[src/rtl/tea_pkg.sv]
package tea_pkg;

  // Field widths
  localparam int KIND_W   = 2;
  localparam int SQ_W     = 32;
  localparam int TOWER_W  = 16;
  localparam int ENERGY_W = 40;
  localparam int FRAC_W   = 16;

  // Square root: radicand is (mom_sq + mass_sq) << FRAC_W, root has 25 bits
  localparam int RAD_W  = SQ_W + 1;
  localparam int ROOT_W = 25;
  localparam int X_W    = 2 * ROOT_W;
  localparam int REM_W  = ROOT_W + 1;

  // Stream packing
  localparam int IN_DATA_W  = 2 * SQ_W + TOWER_W;
  localparam int IN_USER_W  = KIND_W;
  localparam int OUT_DATA_W = ENERGY_W;
  localparam int OUT_USER_W = 2;

  // Store entry: valid flag above the energy
  localparam int ENTRY_W = ENERGY_W + 1;

  localparam int TOWER_COUNT_DEF = 4096;

  typedef enum logic [KIND_W-1:0] {
    KIND_CLEAR = 2'd0,
    KIND_ADD   = 2'd1,
    KIND_QUERY = 2'd2
  } kind_t;

endpackage

[src/rtl/tea_sqrt.sv]
module tea_sqrt (
  input  logic                       clk,
  input  logic                       rst_n,
  input  logic                       start,
  input  logic [tea_pkg::RAD_W-1:0]  radicand,
  output logic                       done,
  output logic [tea_pkg::ROOT_W-1:0] root
);

  import tea_pkg::*;

  localparam int CNT_W = $clog2(ROOT_W + 1);

  logic [X_W-1:0]    x_r, x_nxt;
  logic [REM_W-1:0]  rem_r, rem_nxt;
  logic [ROOT_W-1:0] q_r, q_nxt;
  logic [CNT_W-1:0]  cnt_r, cnt_nxt;
  logic              busy_r, busy_nxt;
  logic              done_r, done_nxt;

  logic [REM_W+1:0]  rem_sh;
  logic [REM_W+2:0]  trial;

  // One root bit per cycle: bring down two radicand bits, try subtracting 4q+1
  assign rem_sh = {rem_r, x_r[X_W-1 -: 2]};
  assign trial  = {1'b0, rem_sh} - {2'b00, q_r, 2'b01};

  always_comb begin
    x_nxt    = x_r;
    rem_nxt  = rem_r;
    q_nxt    = q_r;
    cnt_nxt  = cnt_r;
    busy_nxt = busy_r;
    done_nxt = 1'b0;
    if (start) begin
      x_nxt    = X_W'({radicand, FRAC_W'(0)});
      rem_nxt  = '0;
      q_nxt    = '0;
      cnt_nxt  = '0;
      busy_nxt = 1'b1;
    end else if (busy_r) begin
      x_nxt = {x_r[X_W-3:0], 2'b00};
      if (!trial[REM_W+2]) begin
        rem_nxt = trial[REM_W-1:0];
        q_nxt   = {q_r[ROOT_W-2:0], 1'b1};
      end else begin
        rem_nxt = rem_sh[REM_W-1:0];
        q_nxt   = {q_r[ROOT_W-2:0], 1'b0};
      end
      cnt_nxt = cnt_r + 1'b1;
      if (cnt_r == CNT_W'(ROOT_W - 1)) begin
        busy_nxt = 1'b0;
        done_nxt = 1'b1;
      end
    end
  end

  always_ff @(posedge clk) begin
    if (!rst_n) begin
      busy_r <= 1'b0;
      done_r <= 1'b0;
      cnt_r  <= '0;
    end else begin
      busy_r <= busy_nxt;
      done_r <= done_nxt;
      cnt_r  <= cnt_nxt;
    end
    x_r   <= x_nxt;
    rem_r <= rem_nxt;
    q_r   <= q_nxt;
  end

  assign done = done_r;
  assign root = q_r;

endmodule

[config.mk]
export PLATFORM = sky130hd
export DESIGN_NAME = tea_sqrt
export DESIGN_NICKNAME = d
export VERILOG_FILES = /design/src/rtl/tea_pkg.sv /design/src/rtl/tea_sqrt.sv
export SDC_FILE = /design/constraint.sdc
export NUM_CORES = 1
export LEC_CHECK = 0
export ABC_CLOCK_PERIOD_IN_PS = 8300
export BUFFER_PORTS_ARGS = -buffer_cell sky130_fd_sc_hd__buf_2
export CORE_UTILIZATION = 47
export CTS_BUF_LIST = sky130_fd_sc_hd__clkbuf_4
export CTS_CLUSTER_SIZE = 28
export DETAILED_ROUTE_END_ITERATION = 10
export PLACE_DENSITY = 0.73
export SLEW_MARGIN = 25
export SYNTH_ARGS = -nofsm -noshare
export SYNTH_HDL_FRONTEND = slang
export SYNTH_SLANG_ARGS = --single-unit
[constraint.sdc]
create_clock -name clk -period 8.3 [get_ports clk]
set_input_delay 0.415 -clock clk [delete_from_list [all_inputs] [get_ports clk]]
set_output_delay 0.415 -clock clk [all_outputs]
set_load 0.005 [all_outputs]
==> results.tsv <==
stage	metric	value	unit
setup_path	Setup CP Type	register to register	
cells_and_area	ANT cells	0	
setup_path	critical path required time	8.67	ns
power_and_ir_drop	Max VDD drop	0.1599	mV
drt	WL/cell	15.15	µm
cells_and_area	Final Instance Area	5668	µm²
cells_and_area	share of layout cells above drive strength 1	20.93	%
yosys	FFs w/ async S/R, synth	0	%
global_route	first-pass GRT wire length	17930	µm
setup_path	CP max-delay cell	a2111oi_2	
placed_design	placed inst area	5548	µm²
cts	cts bufs inserted	9	
global_route	total congestion overflow	0	
yosys	Synth Warn #	0	
power_and_ir_drop	pwr/cell area	315.4	nW/µm²
setup_path	Arr. time, crit path	3.36	ns
floorplanning	Ports	62	
setup_path	cell chain of the critical path	inv_1 -> ha_1 -> a2111oi_2 -> a22oi_2 -> a41o_1 -> o221a_4 -> a21o_4 -> mux2_4 -> a22o_1	
setup_path	CP delay by family, top	compound AO/OA/AOI/OAI gates	
drt	WL final	10820	µm
cells_and_area	synthesis-to-layout area growth	9.712	%
power_and_ir_drop	switching part of the total	41.81	%
timing	final hold violations	0	
yosys	Synth cell types	52	
global_route	gr usage total	19.78	%
timing	final period utilization	36.06	%
outcome	status	finished, final reports clean	
floorplanning	num rows	37	
cts	Root Driver	clkbuf_4	
timing	Clock Skew	0.01710	ns
hold_path	type of the most critical hold path	input port to register	
setup_path	Setup crit start kind	register	
placed_design	post-DP HPWL	7688	µm
floorplanning	core area	10510	µm²
cts	H-Tree Depth	3	
drt	Routed Antenna Nets	0	
cts	clk sink count	92	
yosys	post-synthesis net count	587	
global_route	initial antenna violation count	0	
timing	RSZ-0062 raised after global routing	no	
floorplanning	Die Span X	106.8	µm
drt	via count	3936	
power_and_ir_drop	Pleak	2.389	nW
cts	Post-CTS Hold Buffers	0	
cells_and_area	Total Nets Final	637	
cts	clock tree buffer depth	2	
cells_and_area	area of the multi-input gates	2741	µm²
cells_and_area	Storage cell area	2173	µm²
timing	slew of the pin with the lowest slew margin	0.8763	ns
power_and_ir_drop	Gate power share	55.4	%
setup_path	crit path max fanout	22	
placed_design	number of port buffers	61	
drt	DRT iter0 DRCs	242	
timing	Final min period	2.993	ns
timing	Slew Limit Fails	0	
cts	Post-CTS Setup Repair Bufs	0	
floorplanning	Die Y	106.8	µm
global_route	largest net degree at the start of global routing	81	
timing	setup TNS	0	ns
timing	fmax	334.1	MHz
cts	Resize count post-CTS	0	
setup_path	Worst path max stage delay	0.43	ns
drt	DR pass1 iterations	4	
power_and_ir_drop	Psw	747.3	µW
cts	CTS tree	yes	
yosys	cells after synthesis	523	
yosys	flops & latches, synth	92	
yosys	Synth Flop Type	dfxtp_1	
cts	clk slew on worst S/H paths	0.15	ns
drt	DRC	0	
drt	DR vias/cell	5.513	
yosys	Mapped Area	5166	µm²
flow_run	Max Cap Violations	0	
timing	Worst slew margin	41.58	%
power_and_ir_drop	total internal power	1.040	mW
yosys	synthesized area per cell	9.878	µm²
cts	Worst-Skew Late Latency	0.47	ns
timing	hold slack	0.1589	ns
floorplanning	Die Area	11410	µm²
floorplanning	effective utilization at floorplan	49.16	%
cells_and_area	Fillers	939	
global_route	vias in the first global route	3813	
yosys	register area share after synthesis	42.04	%
placed_design	Final Wtd Congestion	0.8735	
power_and_ir_drop	Clk pwr share	12.7	%
yosys	Post-synth EDFFs	33	
setup_path	worst path bufs/invs	1	
timing	Final Setup Violations	0	
power_and_ir_drop	sequential power share	31.8	%
setup_path	critical path capture point type	register	
==> path summary, 6_finish.rpt <==
path                  start        end  slack (ns)  cells past startpoint
hold reg to reg   rem_r[24]  rem_r[24]        0.50                      2
setup / recovery    root[5]  rem_r[18]        5.31                      9
hold / removal        rst_n     busy_r        0.16                      2
setup reg to reg    root[5]  rem_r[18]        5.31                      9
==> state kept, by name, summed over array words and instances, names as in the netlist <==
| signal | count |
|---|---|
| rem_r | 26 |
| x_r | 34 |
| cnt_r | 5 |
| root | 25 |
| busy_r | 1 |
| done | 1 |
==> placed cells by master (no fill, tap or decap), types with 3 or more instances in the layout <==
master	n
inv_1	36
dfxtp_1	58
and2_1	4
a31oi_1	4
xnor2_1	13
o21bai_1	3
nand4_1	4
o21a_1	5
a211oi_1	16
a32oi_1	4
nand2_1	20
a21boi_0	3
o21ai_0	20
edfxtp_1	33
xor2_1	13
or3_1	4
a22o_1	4
nor2_1	64
a21o_1	10
mux2i_1	41
and3_1	7
nand3_1	9
ha_1	28
a21oi_1	27
buf_2	61
nor3_1	6
clkbuf_4	11
mux2_2	31
==> cell type report <==
cell class,instances,area share (%)
multi-input cells,369,48.37
flip-flops and latches,92,38.34
repair buffers,63,5.651
well taps,136,3.002
inverters,38,2.517
clock buffers,11,1.457
clock inverters,5,0.6623
==> cell usage after synthesis, types with 3 or more instances <==
| cell | n | share of area [%] |
|---|---|---|
| dfxtp_1 | 59 | 23 |
| nand2_1 | 20 | 1.5 |
| o21bai_1 | 3 | 0.44 |
| a21boi_0 | 3 | 0.44 |
| clkbuf_1 | 20 | 1.5 |
| xnor2_1 | 13 | 2.2 |
| mux2_2 | 31 | 6.8 |
| inv_1 | 37 | 2.7 |
| and3_1 | 7 | 0.85 |
| nand4_1 | 4 | 0.48 |
| a32oi_1 | 4 | 0.68 |
| nand3_1 | 9 | 0.87 |
| a21o_1 | 10 | 1.5 |
| a21oi_1 | 27 | 2.6 |
| ha_1 | 28 | 6.8 |
| xor2_1 | 13 | 2.2 |
| o21a_1 | 5 | 0.73 |
| edfxtp_1 | 33 | 19 |
| nor3_1 | 6 | 0.58 |
| a31oi_1 | 4 | 0.48 |
| and2_1 | 4 | 0.48 |
| a211oi_1 | 16 | 2.3 |
| mux2i_1 | 41 | 7.9 |
| or3_1 | 4 | 0.48 |
| a22o_1 | 4 | 0.68 |
| nor2_1 | 64 | 4.7 |
| o21ai_0 | 20 | 1.9 |
==> worst reg2reg max path, delay by kind of cell, from the launching register on <==
kind            cells  cell delay (ns)
mux                 1             0.35
buf+inv             1             0.06
compound gates      6             1.75
fa+ha+maj           1             0.37
flops               1             0.39
==> per-stage QoR <==
stage	util (%)	setup slack, ns	power [mW]	cells
after floorplan	-	5.579	1.387	523
after global placement	52.79	5.408	1.540	698
after detailed placement	52.79	5.337	1.555	698
after CTS	53.94	5.269	1.794	714
after global routing	53.94	5.146	1.919	714
final	53.94	5.307	1.788	714
==> layer usage <==
| layer | track usage (%) | up-vias | routed length (µm) |
|---|---|---|---|
| met5 | 0 | - | 0 |
| met4 | 6.849 | 0 | 138 |
| met3 | 5.350 | 10 | 579 |
| met2 | 32.95 | 91 | 5116 |
| met1 | 24.61 | 1850 | 4983 |
| li1 | - | 1985 | - |
==> cell families (layout without fill, tap and decap cells) <==
| kind of cell | Yosys count | after routing | synth area share [%] |
|---|---|---|---|
| AND/OR/NAND/NOR | 127 | 127 | 11.12 |
| AO/OA/AOI/OAI | 114 | 114 | 15.48 |
| flip-flops | 92 | 92 | 42.04 |
| multiplexers | 74 | 74 | 15.28 |
| buffers and inverters | 62 | 117 | 4.892 |
| adder cells (fa/ha/maj) | 28 | 28 | 6.781 |
| XOR/XNOR | 26 | 26 | 4.408 |
==> power groups by stage <==
| stage | Sequential [mW] | Clock (mW) | Combinational [mW] |
|---|---|---|---|
| after floorplan | 0.560 | 0 | 0.827 |
| after global placement | 0.578 | 0 | 0.962 |
| after detailed placement | 0.579 | 0 | 0.976 |
| after CTS | 0.569 | 0.237 | 0.987 |
| after global routing | 0.576 | 0.253 | 1.09 |
| final | 0.569 | 0.227 | 0.991 |
(Power assumes the default switching activity.)
