File: config.mk
export PLATFORM = sky130hd
export DESIGN_NAME = tea_ram
export DESIGN_NICKNAME = d
export VERILOG_FILES = /design/src/rtl/tea_ram.sv
export SDC_FILE = /design/constraint.sdc
export NUM_CORES = 1
export LEC_CHECK = 0
export BUFFER_PORTS_ARGS = -buffer_cell sky130_fd_sc_hd__buf_2
export CAP_MARGIN = 20
export CELL_PAD_IN_SITES_DETAIL_PLACEMENT = 2
export CELL_PAD_IN_SITES_GLOBAL_PLACEMENT = 2
export CORE_ASPECT_RATIO = 1.5
export CORE_UTILIZATION = 43
export CTS_CLUSTER_DIAMETER = 50
export CTS_CLUSTER_SIZE = 30
export DETAILED_ROUTE_END_ITERATION = 10
export PLACE_DENSITY = 0.73
export SETUP_SLACK_MARGIN = 0.1
export SLEW_MARGIN = 20
export SYNTH_ARGS = -nofsm -noshare
export SYNTH_HDL_FRONTEND = slang
export SYNTH_SLANG_ARGS = --single-unit
File: constraint.sdc
create_clock -name clk -period 2.13 [get_ports clk]
set_clock_uncertainty 0.1 [all_clocks]
set_input_delay 0.5325 -clock clk [delete_from_list [all_inputs] [get_ports clk]]
set_output_delay 0.5325 -clock clk [all_outputs]
set_load 0.02 [all_outputs]
File: src/rtl/tea_ram.sv
module tea_ram #(
  parameter int WIDTH = 8,
  parameter int DEPTH = 16,
  localparam int AW = (DEPTH > 1) ? $clog2(DEPTH) : 1
) (
  input  logic             clk,
  input  logic             we,
  input  logic [AW-1:0]    waddr,
  input  logic [WIDTH-1:0] wdata,
  input  logic             re,
  input  logic [AW-1:0]    raddr,
  output logic [WIDTH-1:0] rdata
);

  logic [WIDTH-1:0] mem [DEPTH];
  logic [WIDTH-1:0] rdata_r;

  always_ff @(posedge clk) begin
    if (we) begin
      mem[waddr] <= wdata;
    end
    if (re) begin
      rdata_r <= mem[raddr];
    end
  end

  assign rdata = rdata_r;

endmodule

==> results of run 1 <==
[registers in the layout, summed over array words and instances, names as in the netlist]
name,count
mem,128
rdata,8
[power groups by stage]
| stage | logic, mW | registers (mW) | clock network, mW |
|---|---|---|---|
| finish | 0.314 | 3.03 | 3.02 |
| global placement | 0.298 | 3.08 | 0 |
| detailed placement | 0.313 | 3.09 | 0 |
| CTS | 0.321 | 3.03 | 3.08 |
| floorplan | 0.152 | 3.10 | 0 |
| global route | 0.338 | 3.04 | 3.16 |
[layer usage]
metal | GRT usage (%) | vias up | routed length [um]
li1 | - | 1099 | -
met4 | 9.375 | 0 | 280
met3 | 4.722 | 19 | 480
met1 | 27.42 | 1368 | 5041
met5 | 0 | - | 0
met2 | 38.52 | 83 | 6803
[logic make-up (layout without fill, tap and decap cells)]
family	count (synthesis)	count (layout)	synth area share, %
simple gates	35	35	3.136
mux	32	32	14.79
buf+inv	10	81	1.651
compound gates	16	16	2.298
flops	136	136	78.12
[worst max-delay path: stages]
cell	delay [ps]
buf_2	180
buf_12	230
mux4_1	580
a22oi_1	270
nand2_1	110
[cell usage in the layout (no fill, tap or decap), types with 2 or more instances in the layout]
| master | count |
|---|---|
| clkinvlp_4 | 2 |
| buf_2 | 26 |
| nand2_1 | 9 |
| mux4_1 | 14 |
| buf_12 | 3 |
| nand3b_1 | 2 |
| clkbuf_16 | 17 |
| mux4_2 | 18 |
| bufinv_16 | 4 |
| a22oi_1 | 16 |
| nor2_1 | 13 |
| clkinv_1 | 4 |
| edfxtp_1 | 136 |
| clkinv_4 | 3 |
| nand2b_1 | 2 |
| buf_4 | 20 |
| nor3_1 | 3 |
[layout make-up]
type                    instances  area (um2)  area share, %
well taps                     153       191.4          3.044
clock inverters                14       181.4          2.885
multi-input cells              83        1062          16.89
clock buffers                  18       429.2          6.825
repair buffers                 49       340.3          5.412
flip-flops and latches        136        4084          64.94
[worst max path at each step]
| stage | startpoint | depth (start not counted) | endpoint |
|---|---|---|---|
| floorplan | raddr[0] | 5 | rdata[1]$_DFFE_PP_ |
| global placement | raddr[0] | 5 | rdata[6]$_DFFE_PP_ |
| detailed placement | raddr[0] | 5 | rdata[2]$_DFFE_PP_ |
| CTS | raddr[0] | 5 | rdata[1]$_DFFE_PP_ |
| global route | raddr[0] | 5 | rdata[1]$_DFFE_PP_ |
| finish | raddr[0] | 5 | rdata[1]$_DFFE_PP_ |
==> results.md, run 1 <==
- Status: finished clean
- Die width: 92.03 um
- DP Worst Slack: -121.3 ps
- Slew HR: 70.04%
- Die H: 137.0 um
- Fillers: 1,046
- RSZ-0062 raised after global routing: no
- Max-slew violations: 0
- Fmax: 531.0 MHz
- Post-Syn Area: 5228 um2
- Final net count: 306
- Worst VDD drop: 0.7130 mV
- Share of cells above drive strength 1: 32.00%
- Mapped Avg Cell Area: 22.83 um2
- First-pass GRT wire length: 18.90 mm
- CTS sink count: 136
- Total power: 6.370 mW
- Worst Hold Endpoint: rdata[7]$_DFFE_PP_
- Final period util: 88.41%
- Synth warn: 0
- Final setup margin: 246.8 ps
- DRT Pass-1 Iters: 4
- Clock buffer count from CTS: 17
- Synth Instances: 229
- Post-DP HPWL: 8.143 mm
- Final Core Density: 52.87%
- Most common library cells after synthesis: 136 x edfxtp_1, 18 x mux4_2, 16 x a22oi_1
- Gpl congestion: 0.7337
- Post-cts sizing count: 0
- Post-route cell area: 6289 um2
- Vias in the first global route: 2,846
- Netlist cell types: 18
- Final ANT Viol Nets: 0
- Initial antenna violation count: 0
- EDFF count, synth: 136
- HP Class: primary input to flop
- Hold_ws: 395.8 ps
- RR Endpoint: rdata[3]$_DFFE_PP_
- Clock network fraction of design power: 47.4%
- Worst setup EP type: flop
- Row Count: 49
- GRT Residual Overflow: 0
- Final WL: 12.61 mm
- Critical Path Start Type: primary input
- Cell taking the most area after synthesis: edfxtp_1
- P_int: 5.085 mW
- Worst slew pin tran: 449.4 ps
- Port Buffers: 26
- CP arrival: 1930 ps
- Top fanout value on the critical path: 22
- WS Path Type: primary input to flop
- Hold Vio Cnt, Final: 0
- Post CTS Setup Buffer Count: 0
- Clock slew at reported path FFs: 60 ps
- Root Buffer Master: clkbuf_16
- Reg-to-Reg Start: mem[1][3]$_DFFE_PP_
- Clk buf depth: 2
- H-tree depth: 4
- # placed instances: 421
- Die Area: 12,610 um2
- Placement Cell Area: 5678 um2
- Synthesis-stage register bit count: 136
- Hold path cells: 1
- Most used flip-flop cell after synthesis: edfxtp_1
- Vias per cell: 5.671
- Tmin final: 1883 ps
- P_sw: 1.285 mW
- Clock Latency Late Sink: 420 ps
- Core ar.: 11,890 um2
- R2R depth: 3
- Ports: 27
- Power share of the combinational group: 4.9%
- CTS tree: done
- Drt drc: 0
- Endpoints failing setup: 0
- DR WL/cell: 27.83 um
- MaxCap Viol Count: 0
- GRT Overall Usage: 22.38%
- Starting Density: 43.95%
- Ranking of synthesized cells by area: edfxtp_1 78%, mux4_2 7.8%, mux4_1 7.0%
- Synth async-reset ratio: 0%
- Starting DRC count in detailed routing: 240
- Largest net degree at the start of global routing: 23
- Switching Share: 20.17%
- Leakage power: 2.135 nW
- Diodes inserted: 0
- Via Count: 2,569
- Final non-filler cell total: 453
- Hold_buf cts: 0
- Post-synthesis sequential area ratio: 78.12%
- Synthesized Nets: 248
- WP data required: 2180 ps
- R2R setup slack: 450 ps
- Power per cell area: 1013 nW/um2
- Sequential share of power: 47.6%
- Most frequent cell after synthesis: edfxtp_1
- Hold_sp: re
- Post-synth top area share: 78.12%
- Area Growth Syn to Fin: 20.30%
- Setup TNS: 0 ps
(Power assumes the default switching activity.)
==> inputs of run 2 (changes only) <==
Settings changed: MAX_ROUTING_LAYER set to met4.
==> run 2 against run 1 <==
  * First-iteration DRC count down 11%
  * Cell area unchanged
  * Flip-flop and latch count unchanged
  * Count of clock-buffer cells in the layout unchanged
  * Fmax up 0.49%
  * Power about the same
  * Worst hold slack worse by 2.8 ps
  * Global-route usage up 0.66 points
  * Largest power group unchanged
  * Via count up 0.93%
  * Core utilization unchanged
  * Sequential power about the same
==> results.md, run 2 (synthesis results as in run 1) <==
- Status: finished clean
- Share of cells above drive strength 1: 32.00%
- Die width: 92.03 um
- Post-route cell area: 6289 um2
- Worst slew pin tran: 462.7 ps
- Post CTS Setup Buffer Count: 0
- Diodes inserted: 0
- Met1 wire length: 5.164 mm
- Critical Path Start Type: primary input
- DR WL/cell: 27.95 um
- Worst setup EP type: flop
- First-pass GRT wire length: 18.88 mm
- Largest reg by FF count: mem
- Slew HR: 69.15%
- Sequential share of power: 47.7%
- Commonest non-fill, non-tap cell in the layout: edfxtp_1
- Switching Share: 20.12%
- Clock Latency Late Sink: 410 ps
- Metal2 WL: 6.863 mm
- Top fanout value on the critical path: 22
- Post-DP HPWL: 8.143 mm
- Power per cell area: 1012 nW/um2
- CTS tree: done
- Row Count: 49
- WP data required: 2180 ps
- Die Area: 12,610 um2
- Final ANT Viol Nets: 0
- P_sw: 1.281 mW
- Max layer used: met4
- Met3 WL: 411 um
- Commonest non-fill, non-tap cells in the layout: 136 x edfxtp_1, 26 x buf_2, 20 x buf_4, 18 x mux4_2, 17 x clkbuf_16
- Ports: 27
- Port Buffers: 26
- Worst stage delay on the critical path: 580 ps
- Final period util: 87.98%
- Initial antenna violation count: 0
- Leakage power: 2.135 nW
- Hold_buf cts: 0
- Placement Cell Area: 5678 um2
- GRT Residual Overflow: 0
- Largest net degree at the start of global routing: 23
- Tmin final: 1874 ps
- Endpoints failing setup: 0
- Worst VDD drop: 0.7126 mV
- Final WL: 12.66 mm
- Clock slew at reported path FFs: 60 ps
- CTS sink count: 136
- Setup TNS: 0 ps
- Ordered list of cells on the worst path: buf_2 > buf_12 > mux4_1 > a22oi_1 > nand2_1
- Vias in the first global route: 2,854
- GRT Overall Usage: 23.04%
- Hold Vio Cnt, Final: 0
- MaxCap Viol Count: 0
- Post-cts sizing count: 0
- CP arrival: 1920 ps
- Die H: 137.0 um
- Power share of the combinational group: 4.9%
- Clock network fraction of design power: 47.4%
- Slowest cell on crit path: mux4_1
- Fmax: 533.6 MHz
- WS Path Type: primary input to flop
- Root Buffer Master: clkbuf_16
- Starting Density: 43.95%
- Starting DRC count in detailed routing: 214
- Core ar.: 11,890 um2
- Vias per cell: 5.724
- Max-slew violations: 0
- DRT Pass-1 Iters: 4
- P_int: 5.085 mW
- Clk buf depth: 2
- RSZ-0062 raised after global routing: no
- Critical path's top delay family: multiplexers
- HP Class: primary input to flop
- Number of flip-flops in the largest register: 128
- Drt drc: 0
- Final net count: 306
- H-tree depth: 4
- Gpl congestion: 0.7426
- Bufs and invs on worst path: 2
- Total power: 6.366 mW
- Clock buffer count from CTS: 17
- Via Count: 2,593
- Area Growth Syn to Fin: 20.30%
-- run 2: cell counts in the layout (fill, tap and decap cells not counted) --
Identical to the previous run, type by type.
-- run 2: layer usage --
layer	vias up	global-route usage [%]
li1	1100	-
met3	12	5.167
met1	1410	27.30
met4	0	8.594
met2	71	38.64
met5	-	-
-- run 2: layout make-up --
cell class	instances	area [um2]
Clock inverter	14	181.4
Sequential cell	136	4084
Tap cell	153	191.4
Timing Repair Buffer	49	340.3
Clock buffer	18	429.2
Fill cell	1046	5605
Multi-Input combinational cell	83	1062
-- run 2: metrics by stage --
stage               instances  hold slack (ps)  util (%)  worst slack (ps)
floorplan                 229            531.4         -             215.1
global placement          421            628.4     47.74            -62.53
detailed placement        421            647.8     47.74            -121.3
CTS                       453            378.7     52.87             237.8
global route              453            377.0     52.87             196.9
finish                    453            393.0     52.87             255.9
-- run 2: path summary, 6_finish.rpt --
check | start | to | slack [ps] | cells after the start
min | re | rdata[2]$_DFFE_PP_ | 390 | 1
min reg2reg | mem[12][6]$_DFFE_PP_ | rdata[6]$_DFFE_PP_ | 680 | 3
max | raddr[0] | rdata[1]$_DFFE_PP_ | 260 | 5
max reg2reg | mem[1][0]$_DFFE_PP_ | rdata[0]$_DFFE_PP_ | 450 | 3
-- run 2: power groups by stage --
| stage | combinational (mW) | clock (mW) | sequential [mW] |
|---|---|---|---|
| 4_1_cts | 0.321 | 3.08 | 3.03 |
| 3_3_place_gp | 0.298 | 0 | 3.08 |
| 5_1_grt | 0.338 | 3.16 | 3.04 |
| 2_1_floorplan | 0.152 | 0 | 3.10 |
| 6_report | 0.315 | 3.02 | 3.03 |
| 3_5_place_dp | 0.313 | 0 | 3.09 |
==> inputs of run 3 (changes only) <==
Settings changed: BUFFER_PORTS_ARGS -buffer_cell sky130_fd_sc_hd__buf_2 to -buffer_cell sky130_fd_sc_hd__buf_4.
==> run 3 against run 2 <==
  * Largest cell class unchanged
  * Worst hold slack got worse by 71 ps
  * Count of clock-buffer cells in the layout is 1 lower
  * Clock power increased by 9.9%
  * Highest routed layer unchanged
  * Power increased by 5.2%
  * Final cell count up 0.88%
  * Via count grew 2.7%
==> results.md, run 3 (synthesis results as in run 1) <==
- Clock Latency Late Sink: 430 ps
- Fmax: 539.8 MHz
- Critical Path Start Type: primary input
- DP Worst Slack: -87.92 ps
- HP Class: primary input to flop
- Met1 wire length: 5.725 mm
- Largest net degree at the start of global routing: 20
- Power per cell area: 1040 nW/um2
- Clock slew at reported path FFs: 60 ps
- Largest reg by FF count: mem
- Final ANT Viol Nets: 0
- CTS tree: done
- Ordered list of cells on the worst path: buf_4 > buf_12 > mux4_1 > a22oi_1 > nand2_1
- Worst slew pin tran: 441.2 ps
- Slowest cell on crit path: mux4_1
- Vias in the first global route: 2,933
- Post-DP HPWL: 8.593 mm
- Max layer used: met4
- Share of cells above drive strength 1: 34.21%
- Die Area: 12,610 um2
- Max-slew violations: 0
- Commonest non-fill, non-tap cells in the layout: 136 x edfxtp_1, 52 x buf_4, 18 x mux4_2, 17 x clkbuf_16, 16 x a22oi_1
- Endpoints failing setup: 0
- Status: finished clean
- Top fanout value on the critical path: 8
- Total power: 6.699 mW
- Fillers: 1,031
- Row Count: 49
- WS Path Type: primary input to flop
- Ports: 27
- CTS sink count: 136
- Leakage power: 2.206 nW
- Met3 WL: 318 um
- Via Count: 2,663
- Starting Density: 43.95%
- GRT Residual Overflow: 0
- Setup TNS: 0 ps
- Initial antenna violation count: 0
- RSZ-0062 raised after global routing: no
- Slew HR: 70.59%
- MaxCap Viol Count: 0
- Starting DRC count in detailed routing: 186
- Metal2 WL: 7.553 mm
- Die width: 92.03 um
- Drt drc: 0
- GRT Overall Usage: 24.87%
- H-tree depth: 4
- Clk buf depth: 2
- Die H: 137.0 um
- CP arrival: 1900 ps
- Root Buffer Master: clkbuf_16
- Core ar.: 11,890 um2
- Final setup margin: 277.5 ps
- Worst setup EP type: flop
- DRT Pass-1 Iters: 4
- # placed instances: 427
- Diodes inserted: 0
- Area Growth Syn to Fin: 23.24%
- Worst stage delay on the critical path: 600 ps
- Final WL: 13.94 mm
- Clock buffer count from CTS: 17
- Hold Vio Cnt, Final: 0
- Commonest non-fill, non-tap cell in the layout: edfxtp_1
- WP data required: 2180 ps
- Worst VDD drop: 0.6986 mV
- Post CTS Setup Buffer Count: 0
- DR WL/cell: 30.51 um
- Number of flip-flops in the largest register: 128
- Post-cts sizing count: 0
- First-pass GRT wire length: 20.28 mm
- Tmin final: 1852 ps
- Final period util: 86.97%
- Hold_ws: 322.1 ps
- Vias per cell: 5.827
- Final non-filler cell total: 457
- Hold_buf cts: 0
- Final net count: 312
- Gpl congestion: 0.7698
- Port Buffers: 26
-- run 3: cell types whose count changed in the layout (fill, tap and decap cells not counted) --
| cell | change |
|---|---|
| buf_4 | +32 |
| buf_2 | -26 |
| clkinv_1 | -3 |
| bufinv_16 | +2 |
| clkbuf_1 | -1 |
| clkinv_4 | -1 |
| clkinvlp_4 | +1 |
-- run 3: cell type report --
cell class / count / area, um2 / area share [%]
Multi-Input combinational cell: 83 / 1062 / 16.49
Timing Repair Buffer: 55 / 450.4 / 6.992
Clock inverter: 13 / 229.0 / 3.554
Sequential cell: 136 / 4084 / 63.39
Clock buffer: 17 / 425.4 / 6.603
Tap cell: 153 / 191.4 / 2.971
-- run 3: final timing paths --
path,depth (start not counted),slack (ps),start,to
setup reg to reg,3,370,mem[1][0]$_DFFE_PP_,rdata[0]$_DFFE_PP_
hold / removal,1,320,re,rdata[2]$_DFFE_PP_
setup / recovery,5,280,raddr[0],rdata[0]$_DFFE_PP_
hold reg to reg,3,680,mem[8][3]$_DFFE_PP_,rdata[3]$_DFFE_PP_
-- run 3: stage by stage --
stage	instance area (um2)	util (%)
global route	6442	54.17
CTS	6442	54.17
global placement	5788	48.66
finish	6442	54.17
detailed placement	5788	48.66
floorplan	5233	-
-- run 3: worst max-delay path, delay by kind of cell --
family	cells	cell delay [ps]
buffers and inverters	2	320
and+or+nand+nor	1	140
muxes	1	600
AOI/OAI and AO/OA	1	310
-- run 3: routing by layer --
layer,vias up,track usage (%)
met5,-,-
met4,0,10.94
met3,24,3.222
met2,79,42.95
met1,1452,29.25
li1,1108,-
-- run 3: power breakdown --
group	switching, mW	leakage [nW]	internal (mW)
Sequential	0.0217	1.24	3.02
Combinational	0.198	0.661	0.147
Clock	1.14	0.308	2.18
Total	1.36	2.21	5.34
